## config.mk

```make
export PLATFORM = sky130hd
export DESIGN_NAME = sis_mod_unit
export DESIGN_NICKNAME = d
export VERILOG_FILES = /design/src/rtl/sis_pkg.sv /design/src/rtl/sis_mod_unit.sv
export SDC_FILE = /design/constraint.sdc
export NUM_CORES = 1
export LEC_CHECK = 0
export ABC_AREA = 1
export CAP_MARGIN = 30
export CORE_MARGIN = 5
export CORE_UTILIZATION = 45
export CTS_BUF_LIST = sky130_fd_sc_hd__clkbuf_16
export DETAILED_ROUTE_END_ITERATION = 8
export DONT_BUFFER_PORTS = 1
export HOLD_SLACK_MARGIN = 0.15
export PLACE_DENSITY_LB_ADDON = 0.3
export SLEW_MARGIN = 20
export SYNTH_ARGS = -nofsm -noshare
export SYNTH_HDL_FRONTEND = slang
export SYNTH_SLANG_ARGS = --single-unit
```

## constraint.sdc

```tcl
create_clock -name clock -period 8.3 [get_ports clock]
set_input_delay 0.415 -clock clock [delete_from_list [all_inputs] [get_ports clock]]
set_output_delay 0.415 -clock clock [all_outputs]
set_load 0.05 [all_outputs]
```

## src/rtl/sis_pkg.sv

```systemverilog
`timescale 1ns / 1ps

package sis_pkg;

   localparam int CFG_W           = 11;
   localparam int RAND_W          = 32;
   localparam int INDEX_OUT_W     = 10;
   localparam int SUBSET_W        = 2;
   localparam int CSR_INDEX_W     = 2;
   localparam int DIGIT_BITS      = 4;
   localparam int EPOCH_W         = 8;
   localparam int DEF_MAX_RECORDS = 1024;
   localparam int DEF_RANDOM_BITS = 32;

   localparam logic [CFG_W-1:0] RESET_RECORD_COUNT = 11'd1024;
   localparam logic [CFG_W-1:0] RESET_FIRST_SIZE   = 11'd1024;
   localparam logic [CFG_W-1:0] RESET_SECOND_SIZE  = 11'd0;
   localparam logic [CFG_W-1:0] RESET_THIRD_SIZE   = 11'd0;

   localparam logic [CSR_INDEX_W-1:0] REG_RECORD_COUNT = 2'd0;
   localparam logic [CSR_INDEX_W-1:0] REG_FIRST_SIZE   = 2'd1;
   localparam logic [CSR_INDEX_W-1:0] REG_SECOND_SIZE  = 2'd2;
   localparam logic [CSR_INDEX_W-1:0] REG_THIRD_SIZE   = 2'd3;

   localparam logic [SUBSET_W-1:0] SUBSET_FIRST   = 2'd0;
   localparam logic [SUBSET_W-1:0] SUBSET_SECOND  = 2'd1;
   localparam logic [SUBSET_W-1:0] SUBSET_THIRD   = 2'd2;
   localparam logic [SUBSET_W-1:0] SUBSET_DROPPED = 2'd3;

   typedef enum logic [2:0] {
      ST_CLEAR,
      ST_IDLE,
      ST_DIVIDE,
      ST_READ_K,
      ST_READ_J,
      ST_WRITE_K,
      ST_WRITE_J,
      ST_READ_LAST
   } state_type;

endpackage

```

## src/rtl/sis_mod_unit.sv

```systemverilog
`timescale 1ns / 1ps

module sis_mod_unit #(
   parameter int DRAW_W = 32,
   parameter int DIV_W  = 11
) (
   input  logic              clock,
   input  logic              reset,
   input  logic              start,
   input  logic [DRAW_W-1:0] dividend,
   input  logic [DIV_W-1:0]  divisor,
   output logic              busy,
   output logic [DIV_W-1:0]  remainder
);

   localparam int DIGIT = sis_pkg::DIGIT_BITS;
   localparam int STEPS = (DRAW_W + DIGIT - 1) / DIGIT;
   localparam int PAD_W = STEPS * DIGIT;
   localparam int CNT_W = $clog2(STEPS + 1);

   logic              busy_ff, busy_in;
   logic [CNT_W-1:0]  cnt_ff, cnt_in;
   logic [PAD_W-1:0]  shift_ff, shift_in;
   logic [DIV_W-1:0]  rem_ff, rem_in;
   logic [DIV_W-1:0]  div_ff, div_in;
   logic [DIV_W:0]    trial;
   logic [PAD_W-1:0]  shift_step;
   logic [DIV_W-1:0]  rem_step;

   always_comb begin
      rem_step   = rem_ff;
      shift_step = shift_ff;
      trial      = '0;
      for (int d = 0; d < DIGIT; d++) begin
         trial = {rem_step, shift_step[PAD_W-1]};
         if (trial >= {1'b0, div_ff}) begin
            trial = trial - {1'b0, div_ff};
         end
         rem_step   = trial[DIV_W-1:0];
         shift_step = shift_step << 1;
      end
   end

   always_comb begin
      busy_in  = busy_ff;
      cnt_in   = cnt_ff;
      shift_in = shift_ff;
      rem_in   = rem_ff;
      div_in   = div_ff;
      if (start) begin
         busy_in  = 1'b1;
         cnt_in   = CNT_W'(STEPS);
         shift_in = PAD_W'(dividend);
         rem_in   = '0;
         div_in   = divisor;
      end else if (busy_ff) begin
         cnt_in   = cnt_ff - 1'b1;
         busy_in  = (cnt_ff != CNT_W'(1));
         shift_in = shift_step;
         rem_in   = rem_step;
      end
   end

   always_ff @(posedge clock) begin
      if (reset) begin
         busy_ff <= 1'b0;
         cnt_ff  <= '0;
      end else begin
         busy_ff <= busy_in;
         cnt_ff  <= cnt_in;
      end
      shift_ff <= shift_in;
      rem_ff   <= rem_in;
      div_ff   <= div_in;
   end

   assign busy      = busy_ff;
   assign remainder = rem_ff;

endmodule

```

# Word-level counts from Yosys, hierarchy flattened
# Cells that the tools add are included.
# word_totals
regBits	59
latchBits	0
ramBits	0
mem_bits_ro	0
inputBits	46
out_inout_bits	12
elab_cells	28
mem_count	0
# op_classes
addsub	5
n_mul	0
div	0
n_lt_le_gt_ge	4
n_eq_ne	1
shifts	0
n_mux	10
n_bitwise	0
reduce_logical	2
# op_table
op	count
32-bit two-way mux	2
12-bit by 11-bit >= comparator with 1-bit output	4
11-bit two-way mux	4
11-bit subtractor	4
4-bit two-way mux	2
4-bit by 1-bit != test with 1-bit output, second input constant	1
4-bit by 1-bit subtractor with 4-bit output, second input constant	1
1-bit two-way mux	2
2-bit nonzero test	1
2-bit OR reduction	1

# Depth between registers and ports, before layout
# logic_depth
word_depth	8
ltp_mapped	51
ltp_nobuf	49

# Worst setup path before layout
# OpenSTA, ideal clock, no wires.
# synth_timing
path_type	register to register
from	reg rem_ff[0], in the netlist remainder[0]
to	reg rem_ff[3], in the netlist remainder[3]
setup_time_ns	0.114
arrival_time_ns	6.314
t_required_ns	8.186
slack_ns	1.872
path_stages_with_launch	48
n_path_buf	2
period_less_slack_ns	6.428
path_cell_list	dfxtp_1 inv_1 fa_1 inv_1 nand2_1 nand2_1 nand2_1 nand2_1 nand2_1 nand2_1 nand2_1 nand2_1 inv_1 ha_1 inv_2 o21ai_0 a21oi_1 nand3_1 (+12 left out) inv_1 nor2_2 a21boi_4 nand3_1 nand2_1 inv_1 ha_1 nand2_1 o21ai_0 a21oi_1 o21ai_0 nand2_1 and3_2 nand3_2 buf_6 nand2_2 nand3_1 nand2_1
# synth_via
elab_chain_len	8
word_cells_on_any_way	12
cone_classes	4 x add/sub; 4 x order compare; 4 x mux
# synth_rtl
element	line_no	text
start: declaration	sis_mod_unit.sv:24	logic [DIV_W-1:0] rem_ff, rem_in;
start signal: assignment	sis_mod_unit.sv:73	rem_ff <= rem_in;
11-bit subtractor / 12-bit by 11-bit >= comparator with 1-bit output (equally long branches)	sis_mod_unit.sv:37, sis_mod_unit.sv:36	
11-bit two-way mux (*)	sis_mod_unit.sv:36	if (trial >= {1'b0, div_ff}) begin
11-bit subtractor / 12-bit by 11-bit >= comparator with 1-bit output (equally long branches)	sis_mod_unit.sv:37, sis_mod_unit.sv:36	
11-bit two-way mux (*)	sis_mod_unit.sv:36	
12-bit by 11-bit >= comparator with 1-bit output / 11-bit subtractor (equally long branches)	sis_mod_unit.sv:36, sis_mod_unit.sv:37	
11-bit two-way mux (*)	sis_mod_unit.sv:36	
11-bit subtractor / 12-bit by 11-bit >= comparator with 1-bit output (equally long branches)	sis_mod_unit.sv:37, sis_mod_unit.sv:36	
11-bit two-way mux (*)	sis_mod_unit.sv:36	
# Every way passes the cells marked *; elsewhere a longest branch is shown, timed or not.
# A chain may end at the register's enable or synchronous reset.

# Final worst setup path
# layout_timing
from	reg div_ff[6]
to	reg rem_ff[10], in the netlist remainder[10]
# layout_via
elab_chain_len	8
word_cells_on_any_way	12
cone_classes	4 x add/sub; 4 x order compare; 4 x mux
# layout_rtl
element	line_no	text
start: declaration	sis_mod_unit.sv:25	logic [DIV_W-1:0] div_ff, div_in;
start signal: assignment	sis_mod_unit.sv:74	div_ff <= div_in;
11-bit subtractor / 12-bit by 11-bit >= comparator with 1-bit output (equally long branches)	sis_mod_unit.sv:37, sis_mod_unit.sv:36	
11-bit two-way mux	sis_mod_unit.sv:36	
11-bit subtractor / 12-bit by 11-bit >= comparator with 1-bit output (equally long branches)	sis_mod_unit.sv:37, sis_mod_unit.sv:36	
11-bit two-way mux	sis_mod_unit.sv:36	
11-bit subtractor / 12-bit by 11-bit >= comparator with 1-bit output (equally long branches)	sis_mod_unit.sv:37, sis_mod_unit.sv:36	
11-bit two-way mux	sis_mod_unit.sv:36	
11-bit subtractor / 12-bit by 11-bit >= comparator with 1-bit output (equally long branches)	sis_mod_unit.sv:37, sis_mod_unit.sv:36	
11-bit two-way mux (*)	sis_mod_unit.sv:36	
# Marks and branches as above.

==> metrics.md <==
| Metric | Value |
|---|---|
| Initial drt markers | 331 |
| Final slew viol count | 0 |
| Top_reg_cell synth | edfxtp_1 |
| Gr ovfl total | 0 |
| Pre-antenna DRT Iters | 4 |
| Post-route DRC | 0 |
| Worst Tran Pin Value | 0.865 ns |
| Vias after detailed routing | 4,874 |
| TNS Setup | 0 ns |
| H-tree depth | 3 |
| Most common cell in the synthesized netlist | nand2_1 |
| Height of the chip | 119 µm |
| DR WL/cell | 16.1 µm |
| Post-synthesis cell type with the largest combined area | edfxtp_1 |
| Synth Area per Inst | 7.08 µm² |
| Number of global-route vias before repair | 4,770 |
| Layout cells sized above 1 | 8.06% |
| Final Skew | 0.00932 ns |
| Num CTS Buffers | 9 |
| First-pass GRT wire length | 23,500 µm |
| Fin crit share | 90.2% |
| CP max FO | 12 |
| Ys async rst share | 0% |
| Initial antenna violation count | 1 |
| Crit end category | register |
| Sequential element share of the synthesized area | 29.9% |
| Clock root buffer | clkbuf_16 |
| Number of flops mapped to enable cells by yosys | 43 |
| Crit path top cell by count | nand2_1 |
| # setup viols final | 0 |
| Drt total wl | 14,800 µm |
| Share of the synthesized area in the top cell type | 24.0% |
| CP Buf/Inv Count | 8 |
| Layout Nets | 860 |
| Filler cells | 1,156 |
| Initial Utilization | 45.4% |
| Routability cong. | 0.982 |
| Required @ worst endpoint | 8.52 ns |
| Slowest-stage cell, CP | ha_1 |
| YS warnings | 0 |
| Delay-heaviest family, CP | simple AND/OR/NAND/NOR gates |
| Detailed-route vias per instance | 5.32 |
| DIE AREA | 14,200 µm² |
| CTS tree | built |
| Boundary Pins | 58 |
| Clock sink total | 59 |
| Worst path max stage delay | 0.37 ns |
| Final min period | 7.48 ns |
| Clk slew on worst S/H paths | 0.05 ns |
| Largest net degree at the start of global routing | 48 |
| WS Path Type | reg2reg |
| Port buffer count | 0 |
| Routed Antenna Nets | 0 |
| Die X | 119 µm |
| Hold Crit Class | in2reg |
| RSZ-0062 raised after global routing | no |
| FMAX | 0.134 GHz |
| Clock latency on the worst-skew pair | 0.33 ns |
| Row Count | 40 |
| DP HPWL | 11,900 µm |
| Post-Syn Instances | 760 |
| Max-slew headroom | 42.1% |
| Max Buffers Root-to-Sink | 2 |
| Cell variety after synth | 44 |
| Core ar. | 11,900 µm² |
| Synth-to-Final Area Change | 8.65% |
| Synth area leaders | edfxtp_1 (24%), nand2_1 (18%), ha_1 (11%) |
| Fin. Hold Viols | 0 |
| Max cap viols | 0 |
| CP arrival | 7.70 ns |
| Post-Syn Nets | 856 |
| Worst Setup Start Kind | register |
| Commonest cells post-synth | nand2_1 (265), inv_1 (117), nand3_1 (51) |
| Flops & latches, synth | 59 |
| Mapped cell area | 5380 µm² |
| Gr usage total | 20.8% |
| Status | complete, no violations |
metal layers:
metal	vias up	track usage [%]	routed length, µm	part of all wire (%)
met3	34	5.32	1050	7.1
met4	0	8.09	451	3.0
met5	-	0	0	0
met1	2208	25.1	6250	42
li1	2476	-	-	-
met2	156	35.6	7050	48
worst register-to-register path, delay by kind of cell, from the launching register on:
| family | cells | cell delay [ns] |
|---|---|---|
| buf+inv | 8 | 0.79 |
| compound gates | 6 | 1.41 |
| simple gates | 26 | 3.55 |
| fa+ha+maj | 4 | 1.27 |
| flops | 1 | 0.35 |
stage by stage:
| stage | utilization, % | instances | instance area, µm² | setup WS [ns] | hold slack, ns |
|---|---|---|---|---|---|
| floorplan | - | 760 | 5380 | 1.87 | 0.462 |
| global placement | 46.6 | 899 | 5520 | 0.807 | 0.475 |
| detailed placement | 46.6 | 899 | 5520 | 0.601 | 0.482 |
| CTS | 49.3 | 916 | 5840 | 0.578 | 0.153 |
| global route | 49.3 | 916 | 5840 | 0.101 | 0.152 |
| finish | 49.3 | 917 | 5850 | 0.816 | 0.158 |
logic make-up after synthesis:
| family | count (synthesis) | share of synthesized area, % |
|---|---|---|
| xor+xnor | 29 | 4.72 |
| fa+ha+maj | 50 | 12.2 |
| compound gates | 59 | 6.56 |
| simple gates | 423 | 35.8 |
| buf+inv | 140 | 10.8 |
| flops | 59 | 29.9 |
registers in the layout, summed over array words and instances, names as in the netlist:
name and cells:
cnt_ff 4, div_ff 11, busy 1, remainder 11, shift_ff 32
cells in the final DEF, fill, tap and decap left out, types with 4 or more instances in the layout:
cell type	Yosys	layout
nand4_1	30	30
nand2_1	265	264
clkbuf_16	0	9
nor2_1	35	35
a21oi_1	29	29
nor3_1	4	4
o21ai_0	12	11
dfxtp_1	16	16
ha_1	46	46
fa_1	4	4
nand2_2	15	16
xnor2_1	13	13
nand3_2	4	4
xor2_1	16	16
nand3_1	51	51
nand3b_1	4	4
edfxtp_1	43	43
inv_1	117	118
buf_4	2	12
timing repair:
| item | in CTS | in global routing |
|---|---|---|
| setup endpoints to repair | 0 | 11 |
| gates resized for setup | 0 | 2 |
| hold endpoints to repair | 1 | 0 |
| hold buffers | 1 | 0 |
| setup buffers | 0 | 0 |
area by class of cell:
cell class                      instances  area [µm²]  area share (%)
Tap cell                              147         184            3.15
Sequential cell                        59        1610            27.6
Clock inverter                          7        83.8            1.43
Timing Repair Buffer                   13         100            1.71
Clock buffer                            9         225            3.85
Inverter                              120         450            7.70
Multi-Input combinational cell        561        3190            54.5
Antenna cell                            1        2.50          0.0428
final timing paths:
check / startpoint / to / slack [ns] / cells past startpoint
max: div_ff[6] / remainder[10] / 0.82 / 44
min: reset / busy / 0.16 / 1
max reg2reg: div_ff[6] / remainder[10] / 0.82 / 44
min reg2reg: cnt_ff[1] / cnt_ff[1] / 0.50 / 2
Power is left out: the tool's default activity adds up to more than one toggle a clock period on the data nets, which glitch-free logic cannot reach.
